<file path="config.mk">
export PLATFORM = sky130hd
export DESIGN_NAME = text_scroll_window_engine_unit
export DESIGN_NICKNAME = d
export VERILOG_FILES = /design/src/hdl/tsw_pkg.sv /design/src/hdl/tsw_front.sv /design/src/hdl/tsw_queue.sv /design/src/hdl/tsw_back.sv /design/src/hdl/text_scroll_window_engine_unit.sv
export VERILOG_INCLUDE_DIRS = /design/src /design/src/hdl
export SDC_FILE = /design/constraint.sdc
export NUM_CORES = 1
export LEC_CHECK = 0
export BUFFER_PORTS_ARGS = -buffer_cell sky130_fd_sc_hd__clkbuf_2
export CAP_MARGIN = 20
export CORE_UTILIZATION = 34
export CTS_CLUSTER_DIAMETER = 120
export CTS_CLUSTER_SIZE = 25
export DETAILED_ROUTE_END_ITERATION = 6
export SYNTH_ARGS = -nofsm -noshare
export SYNTH_HDL_FRONTEND = slang
export SYNTH_SLANG_ARGS = --single-unit
</file>
<file path="constraint.sdc">
create_clock -name clock -period 7.5 [get_ports clock]
set_input_delay 1.5 -clock clock [delete_from_list [all_inputs] [get_ports clock]]
set_output_delay 1.5 -clock clock [all_outputs]
set_load 0.01 [all_outputs]
</file>
<file path="src/hdl/text_scroll_window_engine_unit_assert.svh">
// Assertion macros shared by the scroll engine modules.
`ifndef TEXT_SCROLL_WINDOW_ENGINE_UNIT_ASSERT_SVH
`define TEXT_SCROLL_WINDOW_ENGINE_UNIT_ASSERT_SVH

// Condition and consequence in the same cycle.
`define TSW_ASSERT_NOW(lbl, ante, cons, msg) \
   lbl: assert property (@(posedge clock) disable iff (reset) (ante) |-> (cons)) \
      else $error(msg);

// Consequence in the following cycle.
`define TSW_ASSERT_NEXT(lbl, ante, cons, msg) \
   lbl: assert property (@(posedge clock) disable iff (reset) (ante) |=> (cons)) \
      else $error(msg);

`endif

</file>
<file path="src/hdl/tsw_pkg.sv">
// Types and constants of the text scroll window engine.
package tsw_pkg;

   localparam int TEXT_DEPTH  = 64;
   localparam int MAX_COLUMNS = 16;
   localparam int QUEUE_DEPTH = 2;

   localparam int AW     = $clog2(TEXT_DEPTH);
   localparam int LEN_W  = $clog2(TEXT_DEPTH + 1);
   localparam int COL_W  = $clog2(MAX_COLUMNS + 1);
   localparam int MAG_W  = (LEN_W > COL_W) ? LEN_W : COL_W;
   localparam int OFS_W  = MAG_W + 1;
   localparam int IDX_W  = OFS_W + 1;
   localparam int QA_W   = (QUEUE_DEPTH > 1) ? $clog2(QUEUE_DEPTH) : 1;
   localparam int QC_W   = $clog2(QUEUE_DEPTH + 1);

   localparam logic [7:0] SPACE_CODE = 8'h20;

   localparam logic [1:0] KIND_LOAD  = 2'd0;
   localparam logic [1:0] KIND_START = 2'd1;
   localparam logic [1:0] KIND_TICK  = 2'd2;
   localparam logic [1:0] KIND_STOP  = 2'd3;

   localparam logic [1:0] CSR_DIGITS      = 2'd0;
   localparam logic [1:0] CSR_STEP_TICKS  = 2'd1;
   localparam logic [1:0] CSR_HOLD_TICKS  = 2'd2;
   localparam logic [1:0] CSR_ENTER_RIGHT = 2'd3;

   typedef struct packed {
      logic [1:0] kind;
      logic [7:0] code;
   } req_type;

   typedef struct packed {
      logic [3:0] column;
      logic [7:0] glyph_code;
      logic       frame_end;
      logic       running;
   } rsp_type;

   // One frame to render: window start, text length, width, run flag.
   typedef struct packed {
      logic signed [OFS_W-1:0] ofs;
      logic [LEN_W-1:0]        len;
      logic [COL_W-1:0]        ncols;
      logic                    run;
   } tsw_frame_type;

   typedef struct packed {
      logic          en;
      logic [AW-1:0] addr;
      logic [7:0]    data;
   } tsw_wr_type;

   typedef struct packed {
      logic full;
      logic empty;
   } tsw_qstat_type;

endpackage

</file>
<file path="src/hdl/tsw_front.sv">
// Front end: accepts words, keeps the scroll state and queues frames.
`include "text_scroll_window_engine_unit_assert.svh"
module tsw_front import tsw_pkg::*; (
   input  logic          clock,
   input  logic          reset,
   input  logic          req_valid,
   output logic          req_ready,
   input  req_type       req_data,
   input  logic          csr_we,
   input  logic [1:0]    csr_index,
   input  logic [15:0]   csr_wdata,
   input  tsw_qstat_type qstat,
   input  logic          back_idle,
   output logic          push_valid,
   output tsw_frame_type push_data,
   output tsw_wr_type    text_wr
);

   logic [4:0]              digits_ff, digits_in;
   logic [15:0]             step_ff, step_in;
   logic [15:0]             hold_ff, hold_in;
   logic                    enter_ff, enter_in;
   logic [LEN_W-1:0]        len_ff, len_in;
   logic                    pending_ff, pending_in;
   logic signed [OFS_W-1:0] ofs_ff, ofs_in;
   logic [15:0]             elapsed_ff, elapsed_in;
   logic                    holding_ff, holding_in;
   logic                    active_ff, active_in;

   logic                    accept;
   logic [COL_W-1:0]        ncols;
   logic signed [OFS_W-1:0] start_ofs;
   logic signed [OFS_W-1:0] ofs_step;
   logic [15:0]             el_inc;
   logic [15:0]             step_eff;
   logic [LEN_W-1:0]        base;
   logic                    start_active;
   logic                    rearm;

   function automatic logic [COL_W-1:0] cols_in_use(input logic [4:0] d);
      logic [4:0] c;
      c = (d inside {5'd6, 5'd8, 5'd16}) ? d : 5'd8;
      if (32'(c) > MAX_COLUMNS) c = 5'(MAX_COLUMNS);
      return COL_W'(c);
   endfunction

   // Loads overwrite the store, so hold them until the back end has drained.
   assign req_ready = (req_data.kind == KIND_LOAD) ? (qstat.empty && back_idle) : !qstat.full;
   assign accept    = req_valid && req_ready;

   assign ncols        = cols_in_use(digits_ff);
   assign start_ofs    = enter_ff ? (OFS_W'(0) - $signed(OFS_W'(ncols))) : OFS_W'(0);
   assign ofs_step     = ofs_ff + OFS_W'(1);
   assign el_inc       = (elapsed_ff != 16'hFFFF) ? elapsed_ff + 16'd1 : elapsed_ff;
   assign step_eff     = (step_ff != 16'd0) ? step_ff : 16'd1;
   assign base         = pending_ff ? LEN_W'(0) : len_ff;
   assign rearm        = (hold_ff != 16'd0) && !enter_ff;
   assign start_active = (len_ff != LEN_W'(0)) && (enter_ff || (len_ff > LEN_W'(ncols)));

   always_comb begin
      digits_in  = digits_ff;
      step_in    = step_ff;
      hold_in    = hold_ff;
      enter_in   = enter_ff;
      len_in     = len_ff;
      pending_in = pending_ff;
      ofs_in     = ofs_ff;
      elapsed_in = elapsed_ff;
      holding_in = holding_ff;
      active_in  = active_ff;
      push_valid = 1'b0;
      push_data  = '{ofs: ofs_ff, len: len_ff, ncols: ncols, run: active_ff};
      text_wr    = '{en: 1'b0, addr: base[AW-1:0], data: req_data.code};

      if (csr_we) begin
         case (csr_index)
            CSR_DIGITS:      digits_in = csr_wdata[4:0];
            CSR_STEP_TICKS:  step_in   = csr_wdata;
            CSR_HOLD_TICKS:  hold_in   = csr_wdata;
            CSR_ENTER_RIGHT: enter_in  = csr_wdata[0];
            default:         ;
         endcase
      end

      if (accept) begin
         case (req_data.kind)
            KIND_LOAD: begin
               pending_in = 1'b0;
               len_in     = base;
               if (base < LEN_W'(TEXT_DEPTH)) begin
                  text_wr.en = 1'b1;
                  len_in     = base + LEN_W'(1);
               end
               active_in  = 1'b0;
               holding_in = 1'b0;
            end
            KIND_START: begin
               pending_in     = 1'b1;
               ofs_in         = start_ofs;
               elapsed_in     = 16'd0;
               active_in      = start_active;
               holding_in     = rearm && start_active;
               push_valid     = 1'b1;
               push_data.ofs  = start_ofs;
               push_data.run  = start_active;
            end
            KIND_TICK: begin
               if (active_ff) begin
                  if (holding_ff) begin
                     elapsed_in = el_inc;
                     if (el_inc >= hold_ff) begin
                        holding_in = 1'b0;
                        elapsed_in = 16'd0;
                     end
                  end else if (el_inc < step_eff) begin
                     elapsed_in = el_inc;
                  end else begin
                     elapsed_in = 16'd0;
                     ofs_in     = ofs_step;
                     // wrap at the text end and re-arm the hold
                     if (ofs_step >= $signed(OFS_W'(len_ff))) begin
                        ofs_in     = start_ofs;
                        holding_in = rearm;
                     end
                     push_valid    = 1'b1;
                     push_data.ofs = ofs_in;
                  end
               end
            end
            KIND_STOP: begin
               active_in  = 1'b0;
               holding_in = 1'b0;
            end
            default: ;
         endcase
      end
   end

   always_ff @(posedge clock) begin
      if (reset) begin
         digits_ff  <= 5'd8;
         step_ff    <= 16'd1;
         hold_ff    <= 16'd0;
         enter_ff   <= 1'b0;
         len_ff     <= '0;
         pending_ff <= 1'b1;
         ofs_ff     <= '0;
         elapsed_ff <= '0;
         holding_ff <= 1'b0;
         active_ff  <= 1'b0;
      end else begin
         digits_ff  <= digits_in;
         step_ff    <= step_in;
         hold_ff    <= hold_in;
         enter_ff   <= enter_in;
         len_ff     <= len_in;
         pending_ff <= pending_in;
         ofs_ff     <= ofs_in;
         elapsed_ff <= elapsed_in;
         holding_ff <= holding_in;
         active_ff  <= active_in;
      end
   end

   `TSW_ASSERT_NOW(a_load_drained, text_wr.en, qstat.empty && back_idle, "load while frames pending")
   `TSW_ASSERT_NOW(a_hold_needs_active, holding_ff, active_ff, "holding while not active")
   `TSW_ASSERT_NEXT(a_idle_tick,
                    accept && req_data.kind == KIND_TICK && !active_ff && !csr_we,
                    $stable(elapsed_ff) && $stable(ofs_ff), "idle tick changed state")

endmodule

</file>
<file path="src/hdl/tsw_queue.sv">
// Short frame command queue between front and back end.
module tsw_queue import tsw_pkg::*; (
   input  logic          clock,
   input  logic          reset,
   input  logic          push_valid,
   input  tsw_frame_type push_data,
   input  logic          pop,
   output logic          pop_valid,
   output tsw_frame_type pop_data,
   output tsw_qstat_type qstat
);

   tsw_frame_type   slot_ff [QUEUE_DEPTH];
   logic [QA_W-1:0] wr_ptr_ff, wr_ptr_in;
   logic [QA_W-1:0] rd_ptr_ff, rd_ptr_in;
   logic [QC_W-1:0] count_ff, count_in;
   logic            do_push;
   logic            do_pop;

   function automatic logic [QA_W-1:0] ptr_next(input logic [QA_W-1:0] p);
      return (32'(p) == QUEUE_DEPTH - 1) ? QA_W'(0) : p + QA_W'(1);
   endfunction

   assign qstat.full  = (count_ff == QC_W'(QUEUE_DEPTH));
   assign qstat.empty = (count_ff == QC_W'(0));
   assign pop_valid   = !qstat.empty;
   assign pop_data    = slot_ff[rd_ptr_ff];
   assign do_push     = push_valid && !qstat.full;
   assign do_pop      = pop && pop_valid;

   always_comb begin
      wr_ptr_in = do_push ? ptr_next(wr_ptr_ff) : wr_ptr_ff;
      rd_ptr_in = do_pop ? ptr_next(rd_ptr_ff) : rd_ptr_ff;
      count_in  = count_ff;
      if (do_push && !do_pop) count_in = count_ff + QC_W'(1);
      if (do_pop && !do_push) count_in = count_ff - QC_W'(1);
   end

   always_ff @(posedge clock) begin
      if (do_push) slot_ff[wr_ptr_ff] <= push_data;
   end

   always_ff @(posedge clock) begin
      if (reset) begin
         wr_ptr_ff <= '0;
         rd_ptr_ff <= '0;
         count_ff  <= '0;
      end else begin
         wr_ptr_ff <= wr_ptr_in;
         rd_ptr_ff <= rd_ptr_in;
         count_ff  <= count_in;
      end
   end

endmodule

</file>
<file path="src/hdl/tsw_back.sv">
// Back end: text store and frame renderer, one column word per cycle while rsp_ready holds.
`include "text_scroll_window_engine_unit_assert.svh"
module tsw_back import tsw_pkg::*; (
   input  logic          clock,
   input  logic          reset,
   input  tsw_wr_type    text_wr,
   input  logic          cmd_valid,
   input  tsw_frame_type cmd_data,
   output logic          cmd_pop,
   output logic          back_idle,
   output logic          rsp_valid,
   input  logic          rsp_ready,
   output rsp_type       rsp_data
);

   logic [7:0]              store [TEXT_DEPTH];
   logic [7:0]              mem_q_ff;

   logic                    busy_ff, busy_in;
   tsw_frame_type           cur_ff;
   logic [COL_W-1:0]        col_ff, col_in;

   logic                    rd_v_ff, rd_v_in;
   logic [COL_W-1:0]        rd_col_ff;
   logic                    rd_text_ff;
   logic                    rd_last_ff;
   logic                    rd_run_ff;

   logic                    out_v_ff, out_v_in;
   rsp_type                 out_ff;

   logic                    rd_move;
   logic                    issue;
   logic                    last;
   logic signed [IDX_W-1:0] idx;
   logic                    in_text;

   assign rd_move = rd_v_ff && (!out_v_ff || rsp_ready);
   assign issue   = busy_ff && (!rd_v_ff || rd_move);
   assign last    = (col_ff == cur_ff.ncols - COL_W'(1));
   assign cmd_pop = !busy_ff && cmd_valid;

   assign idx     = IDX_W'(cur_ff.ofs) + $signed(IDX_W'(col_ff));
   assign in_text = !idx[IDX_W-1] && (idx < $signed(IDX_W'(cur_ff.len)));

   assign back_idle = !busy_ff && !rd_v_ff;
   assign rsp_valid = out_v_ff;
   assign rsp_data  = out_ff;

   always_comb begin
      busy_in  = busy_ff;
      col_in   = col_ff;
      rd_v_in  = rd_v_ff;
      out_v_in = out_v_ff;
      if (cmd_pop) begin
         busy_in = 1'b1;
         col_in  = '0;
      end
      if (issue) begin
         col_in = col_ff + COL_W'(1);
         if (last) busy_in = 1'b0;
      end
      if (rd_move) out_v_in = 1'b1;
      else if (rsp_ready) out_v_in = 1'b0;
      if (issue) rd_v_in = 1'b1;
      else if (rd_move) rd_v_in = 1'b0;
   end

   // Store write from the front end; read only advances on issue.
   always_ff @(posedge clock) begin
      if (text_wr.en) store[text_wr.addr] <= text_wr.data;
      if (issue) mem_q_ff <= store[idx[AW-1:0]];
   end

   always_ff @(posedge clock) begin
      if (cmd_pop) cur_ff <= cmd_data;
      if (issue) begin
         rd_col_ff  <= col_ff;
         rd_text_ff <= in_text;
         rd_last_ff <= last;
         rd_run_ff  <= cur_ff.run;
      end
      if (rd_move) begin
         out_ff.column     <= 4'(rd_col_ff);
         out_ff.glyph_code <= rd_text_ff ? mem_q_ff : SPACE_CODE;
         out_ff.frame_end  <= rd_last_ff;
         out_ff.running    <= rd_run_ff;
      end
   end

   always_ff @(posedge clock) begin
      if (reset) begin
         busy_ff  <= 1'b0;
         col_ff   <= '0;
         rd_v_ff  <= 1'b0;
         out_v_ff <= 1'b0;
      end else begin
         busy_ff  <= busy_in;
         col_ff   <= col_in;
         rd_v_ff  <= rd_v_in;
         out_v_ff <= out_v_in;
      end
   end

   `TSW_ASSERT_NEXT(a_frame_done, issue && last, !busy_ff, "renderer busy after last column")
   `TSW_ASSERT_NEXT(a_read_hold, rd_v_ff && !rd_move, rd_v_ff && $stable(mem_q_ff), "stalled read data lost")
   `TSW_ASSERT_NOW(a_col_range, issue, col_ff < cur_ff.ncols, "column beyond frame width")

endmodule

</file>
<file path="src/hdl/text_scroll_window_engine_unit.sv">
// A start or tick word's frame passes the frame queue, the renderer's frame register, the store read register
// and the output register before its first column word leaves; one column word per cycle while rsp_ready holds.
// The renderer takes a new frame only after the last column of the current one is issued. Load words wait until
// the renderer and frame queue have drained; other words wait only while the frame queue is full.
// Reset is synchronous and clears control state; the text store is not cleared.
module text_scroll_window_engine_unit import tsw_pkg::*; (
   input  logic        clock,
   input  logic        reset,
   input  logic        req_valid,
   output logic        req_ready,
   input  req_type     req_data,
   output logic        rsp_valid,
   input  logic        rsp_ready,
   output rsp_type     rsp_data,
   input  logic        csr_we,
   input  logic [1:0]  csr_index,
   input  logic [15:0] csr_wdata
);

   tsw_qstat_type qstat;
   logic          back_idle;
   logic          push_valid;
   tsw_frame_type push_data;
   tsw_wr_type    text_wr;
   logic          cmd_pop;
   logic          cmd_valid;
   tsw_frame_type cmd_data;

   tsw_front u_front (
      .clock      (clock),
      .reset      (reset),
      .req_valid  (req_valid),
      .req_ready  (req_ready),
      .req_data   (req_data),
      .csr_we     (csr_we),
      .csr_index  (csr_index),
      .csr_wdata  (csr_wdata),
      .qstat      (qstat),
      .back_idle  (back_idle),
      .push_valid (push_valid),
      .push_data  (push_data),
      .text_wr    (text_wr)
   );

   tsw_queue u_queue (
      .clock      (clock),
      .reset      (reset),
      .push_valid (push_valid),
      .push_data  (push_data),
      .pop        (cmd_pop),
      .pop_valid  (cmd_valid),
      .pop_data   (cmd_data),
      .qstat      (qstat)
   );

   tsw_back u_back (
      .clock     (clock),
      .reset     (reset),
      .text_wr   (text_wr),
      .cmd_valid (cmd_valid),
      .cmd_data  (cmd_data),
      .cmd_pop   (cmd_pop),
      .back_idle (back_idle),
      .rsp_valid (rsp_valid),
      .rsp_ready (rsp_ready),
      .rsp_data  (rsp_data)
   );

endmodule
</file>
Yosys cells after proc, flatten, opt, wreduce, memory -nomap -nowiden

Memories as Yosys holds them, arrays and structs flattened. A register that Yosys moved wholly into a read port is not among the register bits.
Cells that the tools add are included.

Flip-flop bits (word level): 105
Memory bits (read-only): 0
Memories kept: 2
Input port bits: 33
Latch bits: 0
Word-level logic and storage cells: 162
Output and inout port bits: 16
RAM bits: 554

Memories:

| memory          | words | width | read ports | clocked after Yosys merged registers in | write ports | line            | source |
|---|---|---|---|---|---|---|---|
| u_back.store    | 64    | 8     | 1          | 1                                       | 1           | tsw_back.sv:16  | `logic [7:0] store [TEXT_DEPTH];` |
| u_queue.slot_ff | 2     | 21    | 1          | 1                                       | 1           | tsw_queue.sv:13 | `tsw_frame_type slot_ff [QUEUE_DEPTH];` |

Order comparisons: 7
Bitwise logic cells: 0
Muxes and demuxes: 54
Shifts and indexed selects: 0
Multiply operators: 0
Reduce and logical (&&, ||, !) cells: 50
Equality and inequality tests: 13
Divide/modulo/power cells: 0
Add/sub/neg operators: 11

Operators by type and width:

| kind                                           | number |
|---|---|
| two-way mux 16 bit                             | 6 |
| two-way mux 8 bit                              | 6 |
| case mux 16 bit (2 select lines)               | 1 |
| nonzero test 16 bit                            | 2 |
| two-way mux 1 bit                              | 28 |
| two-way mux 5 bit                              | 4 |
| adder 16 x 1 -> 16 bit (second input constant) | 1 |
| >= comparator 16 bit                           | 1 |
| < comparator 16 bit                            | 1 |
| != test 16 bit (second input constant)         | 1 |
| case mux 8 bit (2 select lines)                | 1 |
| AND reduction 2 bit                            | 8 |
| logical AND 1 bit                              | 14 |
| two-way mux 7 bit                              | 2 |
| nonzero test 2 bit                             | 7 |
| == test 2 bit (second input constant)          | 5 |
| adder 8 x 6 -> 9 bit                           | 1 |
| logical NOT 1 bit                              | 9 |
| < comparator 9 x 8 -> 1 bit                    | 1 |
| adder 8 x 2 -> 8 bit (second input constant)   | 1 |
| >= comparator 8 bit                            | 1 |
| adder 7 x 1 -> 7 bit (second input constant)   | 1 |
| greater-than comparator 7 x 5 -> 1 bit         | 1 |
| < comparator 7 bit (second input constant)     | 1 |
| 22 further kinds                               | 31 |

Longest topological paths before layout

Gate-level depths: netlist of run 1.

Depth in word-level cells: 13
Mapped depth: 19
Depth with buffers taken out: 18

Cells and area by module

From an unflattened synthesis of run 1, not the netlist that was laid out.

Cells, all modules: 1,859
Area, all modules: 29,051.6 um2

Modules (own cells, without submodules):

| module    | area an instance (um2) | instances | cells each | seq. area each (um2) |
|---|---|---|---|---|
| tsw_back  | 22,317.7               | 1         | 1,108      | 17,036.3 |
| tsw_front | 4,996.0                | 1         | 659        | 1,441.4 |
| tsw_queue | 1,737.9                | 1         | 92         | 1,361.3 |

Worst setup path after synthesis of run 1

OpenSTA, ideal clock, no wires.

Path type: reg-to-reg
Start point: reg u_front.elapsed_ff[0]
End point: mem u_queue.slot_ff[0][0] in the netlist's numbering, enable pin
Setup time: 425 ps
Stages on the path, launching flop included: 16
Period minus slack after synthesis: 4,980 ps
Arrival: 4,555 ps
Path buffers: 1
Slack: 2,520 ps
Required time: 7,075 ps
Cell sequence: dfxtp_1 > ha_1 > nand4_1 > or4_1 > clkbuf_1 > nand4_1 > nor2_1 > xor2_1 > ha_1 > nand2_1 > o21ai_0 > o211ai_1 > a211o_1 > nand2_1 > a21oi_1 > nor3_1

Longest elaborated chain between the ends: 11
Elaborated cells on any way between the ends: 12
Classes of those cells: add/sub (1); order compare (1); eq/ne (1); mux (8); reduce/logical (1)

Ends and longest elaborated chain:

| item                                                     | line             | source |
|---|---|---|
| start, declared                                          | tsw_front.sv:26  | `logic [15:0] elapsed_ff, elapsed_in;` |
| start signal, assigned                                   | tsw_front.sv:159 | `elapsed_ff <= elapsed_in;` |
| adder 16 x 1 -> 16 bit or != test 16 bit (tied branches) | tsw_front.sv:54  | `assign el_inc = (elapsed_ff != 16'hFFFF) ? elapsed_ff + 16'd1 : elapsed_ff;` |
| two-way mux 16 bit *                                     | tsw_front.sv:54  |  |
| < comparator 16 bit *                                    | tsw_front.sv:115 | `end else if (el_inc < step_eff) begin` |
| two-way mux 1 bit *                                      | tsw_front.sv:115 |  |
| two-way mux 1 bit *                                      | tsw_front.sv:109 | `if (holding_ff) begin` |
| two-way mux 1 bit *                                      | tsw_front.sv:108 | `if (active_ff) begin` |
| case mux 1 bit (2 select lines) *                        | tsw_front.sv:86  | `case (req_data.kind)` |
| two-way mux 1 bit *                                      | tsw_front.sv:85  | `if (accept) begin` |
| logical AND 1 bit *                                      | tsw_queue.sv:28  | `assign do_push = push_valid && !qstat.full;` |
| two-way mux 1 bit *                                      | tsw_queue.sv:40  | `if (do_push) slot_ff[wr_ptr_ff] <= push_data;` |
| two-way mux 1 bit (not written as such) *                | tsw_queue.sv:40  |  |
| end, declared                                            | tsw_queue.sv:13  |  |

Every way passes the cells marked *; elsewhere a longest branch is shown, timed or not.

Final worst setup path of run 1

Start point: reg u_front.elapsed_ff[0]
End point: reg u_queue.count_ff[1]

Longest elaborated chain between the ends: 12
Elaborated cells on any way between the ends: 15
Classes of those cells: add/sub (1); order compare (1); eq/ne (1); mux (7); reduce/logical (5)

Ends and longest elaborated chain:

| item                                                     | line             | source |
|---|---|---|
| adder 16 x 1 -> 16 bit or != test 16 bit (tied branches) | tsw_front.sv:54  |  |
| two-way mux 16 bit *                                     | tsw_front.sv:54  |  |
| < comparator 16 bit *                                    | tsw_front.sv:115 |  |
| two-way mux 1 bit *                                      | tsw_front.sv:115 |  |
| two-way mux 1 bit *                                      | tsw_front.sv:109 |  |
| two-way mux 1 bit *                                      | tsw_front.sv:108 |  |
| case mux 1 bit (2 select lines) *                        | tsw_front.sv:86  |  |
| two-way mux 1 bit *                                      | tsw_front.sv:85  |  |
| logical AND 1 bit *                                      | tsw_queue.sv:28  |  |
| logical NOT 1 bit                                        | tsw_queue.sv:36  | `if (do_pop && !do_push) count_in = count_ff - QC_W'(1);` |
| logical AND 1 bit                                        | tsw_queue.sv:36  |  |
| two-way mux 2 bit or nonzero test 2 bit (tied branches)  | n/a              |  |
| end signal, assigned                                     | tsw_queue.sv:51  | `count_ff <= count_in;` |
| end, declared                                            | tsw_queue.sv:16  | `logic [QC_W-1:0] count_ff, count_in;` |

Marks and branches as above.
A chain may end at the register's enable or synchronous reset.

==> run summary, run 1 <==
Fin Setup TNS: 0 ns
First-pass GRT wire length: 95600 um
Slack of the critical path: 2.34 ns
Worst VDD drop: 197 uV
Fin. max-slew vios: 0
Detailed Route Iter0 Violations: 1236
Async SR Flop Fraction: 0
Initial antenna violation count: 0
Final Critical Period: 5.16 ns
Total chip power: 9120 uW
Final #Nets: 1863
H-tree level count: 1
CP Capture Type: register
Tcrit/Tclk final: 0.688
Ratio of cells with drive above 1 in the final layout: 0.171
Number of global-route vias before repair: 15000
F_max: 194 MHz
Cells after Synth: 1736
P per Cell Area: 294 nW/um2
Worst min path class: reg2reg
Max-cap violations: 0
RSZ-0062 raised after global routing: false
Post-layout util: 0.371
EDFF count, synth: 604
Mean Syn Cell Area: 16.5 um2
Final GP Congestion: 0.851
Starting Density: 0.343
Multi-input gate area: 8350 um2
Die H: 292 um
Global route overflow: 0
Worst-Margin Slew: 1.06 ns
Max Buffers Root-to-Sink: 3
Clock transition at path regs: 0.11 ns
Relative slew margins: 0.293
DR vias/cell: 5.28
Placement Setup Slack: 2.24 ns
Antenna Nets Post-Route: 0
CTS tree: done
Clock tree sinks: 688
Worst skew pair latency: 0.63 ns
Die ar.: 85400 um2
CTS resizes: 0
Status: finished, final reports clean
DR pass1 iterations: 5
Critical-path maximum fanout: 7
Largest area contributor in the netlist: edfxtp_1
DRC: 0
Top Ports: 49
Syn Std Cell Area: 28600 um2
Hold_buf cts: 0
Worst path required time: 8.07 ns
Sequential element share of the synthesized area: 0.692
Total CTS buffers: 31
CP Class: reg2reg
Post-synth top area share: 0.633
DP HPWL: 40700 um
Port bufs: 48
Top cells by count, synth: edfxtp_1, mux4_2, nand2_1, nor2_1, a21oi_1
Largest cells by area after synthesis: edfxtp_1, mux4_2, dfxtp_1
N_diodes: 0
Routed vias: 15100
#FFs+latches synth: 688
Syn-to-layout area delta: 8.28%
Core Rows: 106
CP arrival: 5.73 ns
Final hold vios: 0
Final setup viols: 0
Pleak: 0.00968 uW
Core area: 83600 um2
Commonest register cell after synthesis: edfxtp_1
Yosys Warn Count: 0
Pin count of the biggest net entering global routing: 85
Root Driver: clkbuf_16
Final Skew: 0.0389 ns
Routed wire length: 62900 um
Startpoint Class: register
Fillers: 7648
Top-count cell post-synth: edfxtp_1
GRT Util Overall: 0.146
Unique masters post-synth: 68
Die X: 292 um
Hold Slack: 0.432 ns
Post-CTS Setup Inserts: 0
Sequential Area: 19800 um2
Wire length per cell: 22.0 um
-- cell usage in the layout (no fill, tap or decap), types with 9 or more instances in the layout --
| master | n |
|---|---|
| nor2_1 | 120 |
| nand2_1 | 144 |
| xor2_1 | 9 |
| a21oi_1 | 87 |
| clkbuf_2 | 48 |
| edfxtp_1 | 604 |
| nor2b_1 | 11 |
| nand2b_1 | 9 |
| nand3_1 | 38 |
| o21ai_0 | 18 |
| mux4_2 | 160 |
| clkbuf_1 | 11 |
| nor4_1 | 12 |
| mux2i_1 | 10 |
| ha_1 | 63 |
| buf_4 | 20 |
| clkbuf_16 | 31 |
| mux2_2 | 23 |
| and2_1 | 13 |
| a22oi_1 | 18 |
| nand4_1 | 31 |
| inv_1 | 61 |
| xnor2_1 | 19 |
| nor3_1 | 11 |
| dfxtp_1 | 84 |
-- routing by layer --
metal / global-route usage / vias to the layer above / wire [um]
met3: 0.0175 / 61 / 3300
li1: - / 6838 / -
met2: 0.242 / 446 / 30400
met5: 0 / - / 0
met1: 0.206 / 7734 / 28100
met4: 0.0299 / 0 / 1060
-- cell type report --
type | instances | share of cell area
well taps | 1080 | 0.0436
multi-input cells | 912 | 0.269
inverters | 63 | 0.00762
repair buffers | 69 | 0.0132
flip-flops and latches | 688 | 0.639
clock buffers | 42 | 0.0263
clock inverters | 3 | 0.000807
-- logic make-up (layout without fill, tap and decap cells) --
family | Yosys count | after routing | share of synthesized area
buffers and inverters | 138 | 177 | 0.0185
AOI/OAI and AO/OA | 193 | 193 | 0.0430
other | 2 | 4 | 0.000262
and+or+nand+nor | 427 | 427 | 0.0702
xor gates and xnor gates | 30 | 30 | 0.00917
DFF | 688 | 688 | 0.692
muxes | 193 | 193 | 0.138
adders and majority gates | 65 | 65 | 0.0287
-- sequential cells by signal, summed over array words and instances (netlist names), 2 cells and up --
register and cells:
u_back.col_ff 5, u_back.cur_ff 21, u_back.mem_q_ff 8, u_back.rd_col_ff 4, u_back.rsp_data 14, u_back.store 512, u_front.digits_ff 5, u_front.elapsed_ff 16
u_front.hold_ff 16, u_front.len_ff 7, u_front.ofs_ff 8, u_front.step_ff 16, u_queue.count_ff 2, u_queue.slot_ff 42
-- worst paths after layout --
path	from	endpoint	slack [ns]	cells past startpoint
setup / recovery	u_front.elapsed_ff[0]	u_queue.count_ff[1]	2.34	17
setup reg to reg	u_front.elapsed_ff[0]	u_queue.count_ff[1]	2.34	17
hold / removal	u_back.rd_last_ff	u_back.rsp_data[1]	0.43	0
hold reg to reg	u_back.rd_last_ff	u_back.rsp_data[1]	0.43	0
-- worst max-delay path: stages, from the launching register on --
cell,delay [ns]
dfxtp_1,0.46
ha_1,0.26
nand4_1,0.23
or4_1,0.63
nand4_1,0.29
nor2_1,0.09
xor2_1,0.25
ha_1,0.30
a21oi_1,0.15
o21ai_0,0.13
a2111oi_0,0.65
a211o_1,0.30
nand2_1,0.13
a21oi_1,0.34
nand2b_1,0.16
ha_1,0.26
or3_1,0.35
a21oi_1,0.13
-- power by group --
| part | internal, uW | total (uW) | switching [uW] |
|---|---|---|---|
| clock | 767 | 1890 | 1120 |
| combinational | 1340 | 2820 | 1470 |
| sequential | 4320 | 4410 | 90.6 |
| total | 6430 | 9120 | 2690 |
-- stage by stage --
stage          instance area, um2  std cells
2_1_floorplan               28700       1738
3_3_place_gp                30200       2811
3_5_place_dp                30200       2811
4_1_cts                     31000       2856
5_1_grt                     31000       2857
6_report                    31000       2857
Power figures use the tool's default switching activity.
==> run 2, diff against run 1 <==
==> constraint.sdc (replaced) <==
create_clock -name clock -period 4.5 [get_ports clock]
set_input_delay 0.9 -clock clock [delete_from_list [all_inputs] [get_ports clock]]
set_output_delay 0.9 -clock clock [all_outputs]
set_load 0.01 [all_outputs]
==> run 2 against run 1 <==
  * First-iteration DRC count grew 12%
  * Sequential power grew 67%
  * Sequential cell count is the same
  * Fmax grew 21%
  * Register-to-register slack lost 2.1 ns
  * Global-route usage grew 0.70 points
  * Routed wire length grew 4.5%
  * Worst setup slack lost 2.1 ns
  * Sequential share of layout area shrank 1.8 points
  * Critical endpoint unchanged
==> run summary, run 2 (synthesis gave the netlist of run 1 again) <==
N_diodes: 0
Routed vias: 15500
CP Class: reg2reg
Hold Slack: 0.428 ns
F_max: 235 MHz
Worst min path class: reg2reg
Ratio of cells with drive above 1 in the final layout: 0.219
DRC: 0
Met3 Wirelength: 2860 um
Port bufs: 48
Final Skew: 0.0134 ns
Max-cap violations: 0
Worst setup startpoint: u_front.elapsed_ff[0]
Final #Nets: 1966
Most common cell after layout, fill and taps aside: edfxtp_1
Number of global-route vias before repair: 15700
Core Rows: 106
Relative slew margins: 0.285
H-tree level count: 1
Routed wire length: 65700 um
DP HPWL: 44300 um
Tcrit/Tclk final: 0.945
Wl on met1: 28400 um
RSZ-0062 raised after global routing: false
Highest-count cells in the layout ignoring fill and taps: edfxtp_1, mux4_2, nand2_1
Worst skew pair latency: 0.62 ns
Top Ports: 49
Worst-Margin Slew: 1.07 ns
Die H: 292 um
Startpoint Class: register
Fin. max-slew vios: 0
Max reg flops: 512
Wire length per cell: 22.2 um
Detailed Route Iter0 Violations: 1382
Comb pwr share: 0.322
Largest registers: u_back.store x512, u_queue.slot_ff x42, u_back.cur_ff x21
Max Buffers Root-to-Sink: 3
P_sw: 4640 uW
P per Cell Area: 486 nW/um2
Hold Path Origin: u_back.rd_col_ff[3]
Worst flop-to-flop path startpoint: u_front.elapsed_ff[0]
DR top layer: met4
Total CTS buffers: 31
Global route overflow: 0
Initial antenna violation count: 0
Worst VDD drop: 347 uV
Seq pwr share: 0.474
Clock share of power: 0.204
First-pass GRT wire length: 99100 um
Final setup viols: 0
Syn-to-layout area delta: 11.4%
Final Critical Period: 4.25 ns
Antenna Nets Post-Route: 0
Internal power: 10900 uW
GRT Util Overall: 0.153
Status: finished, final reports clean
Design area: 31900 um2
Starting Density: 0.343
Clock transition at path regs: 0.10 ns
Total chip power: 15500 uW
CP Capture Type: register
Pleak: 0.0103 uW
Pin count of the biggest net entering global routing: 65
DR WL met2: 33000 um
Final GP Congestion: 0.854
Core area: 83600 um2
CTS tree: done
Sw frac: 0.299
Die X: 292 um
Fillers: 7672
Critical-path maximum fanout: 5
Final hold vios: 0
CP arrival: 4.81 ns
DR pass1 iterations: 5
Root Driver: clkbuf_16
Clock tree sinks: 688
DR vias/cell: 5.23
Worst path required time: 5.06 ns
Largest Register: u_back.store
Die ar.: 85400 um2
DP Area: 31000 um2
run 2: cell count changes in the layout (fill, tap and decap cells not counted), sizes merged:
cell	delta
clkinv	+2
buf	+103
inv	-1
clkinvlp	-1
run 2: what timing repair did:
item / 4_1_cts / 5_1_grt
setup buffers: 0 / 3
pin swaps: 0 / 4
cloned: 0 / 0
gates resized for setup: 3 / 5
setup endpoints to repair: 1 / 2
hold buffers: 0 / 0
run 2: metal layers:
metal  global-route usage  up-vias
met4               0.0370        0
met2                0.260      364
li1                     -     7036
met1                0.208     8016
met5                    0        -
met3               0.0181       73
run 2: stage by stage:
stage          worst slack, ns  cells  utilization  TNS, ns
5_1_grt                 0.0165   2960        0.382        0
3_5_place_dp           -0.0785   2909        0.371  -0.0785
6_report                 0.247   2960        0.382        0
3_3_place_gp           -0.0415   2909        0.371  -0.0415
2_1_floorplan           0.0808   1738            -        0
4_1_cts                 0.0820   2954        0.381        0
run 2: worst paths after layout:
| kind | endpoint | slack, ns | cells past startpoint |
|---|---|---|---|
| setup / recovery | u_queue.count_ff[1] | 0.25 | 16 |
| hold / removal | u_back.rsp_data[13] | 0.43 | 0 |
| hold reg to reg | u_back.rsp_data[13] | 0.43 | 0 |
| setup reg to reg | u_queue.count_ff[1] | 0.25 | 16 |
run 2: power groups by stage:
stage	clock (uW)	combinational [uW]	sequential (uW)
after global placement	0	5010	7490
after detailed placement	0	5070	7510
after global routing	3440	5310	7380
final	3160	5000	7350
after CTS	3260	5080	7360
after floorplan	0	3310	7440
run 2: area by class of cell:
| type | count | area [um2] | share of cell area |
|---|---|---|---|
| clock buffer | 42 | 817 | 0.0256 |
| sequential | 688 | 19800 | 0.621 |
| timing repair buffer | 172 | 1290 | 0.0404 |
| inverter | 63 | 236 | 0.00741 |
| multi-input combinational | 912 | 8380 | 0.263 |
| clock inverter | 3 | 26.3 | 0.000823 |
| tap | 1080 | 1350 | 0.0423 |
run 2: worst max-delay path, stage by stage (launching register included):
cell and delay [ns]:
dfxtp_1 0.36, ha_2 0.22, nand4_1 0.13, or4_4 0.58, and3_1 0.29, a31oi_1 0.32, ha_1 0.29, nand2_1 0.07
o21ai_0 0.13, a221oi_1 0.44, or2_2 0.23, nand2_2 0.10, a21oi_4 0.16, nand2b_1 0.12, ha_1 0.26, or3_1 0.35
a21oi_1 0.14
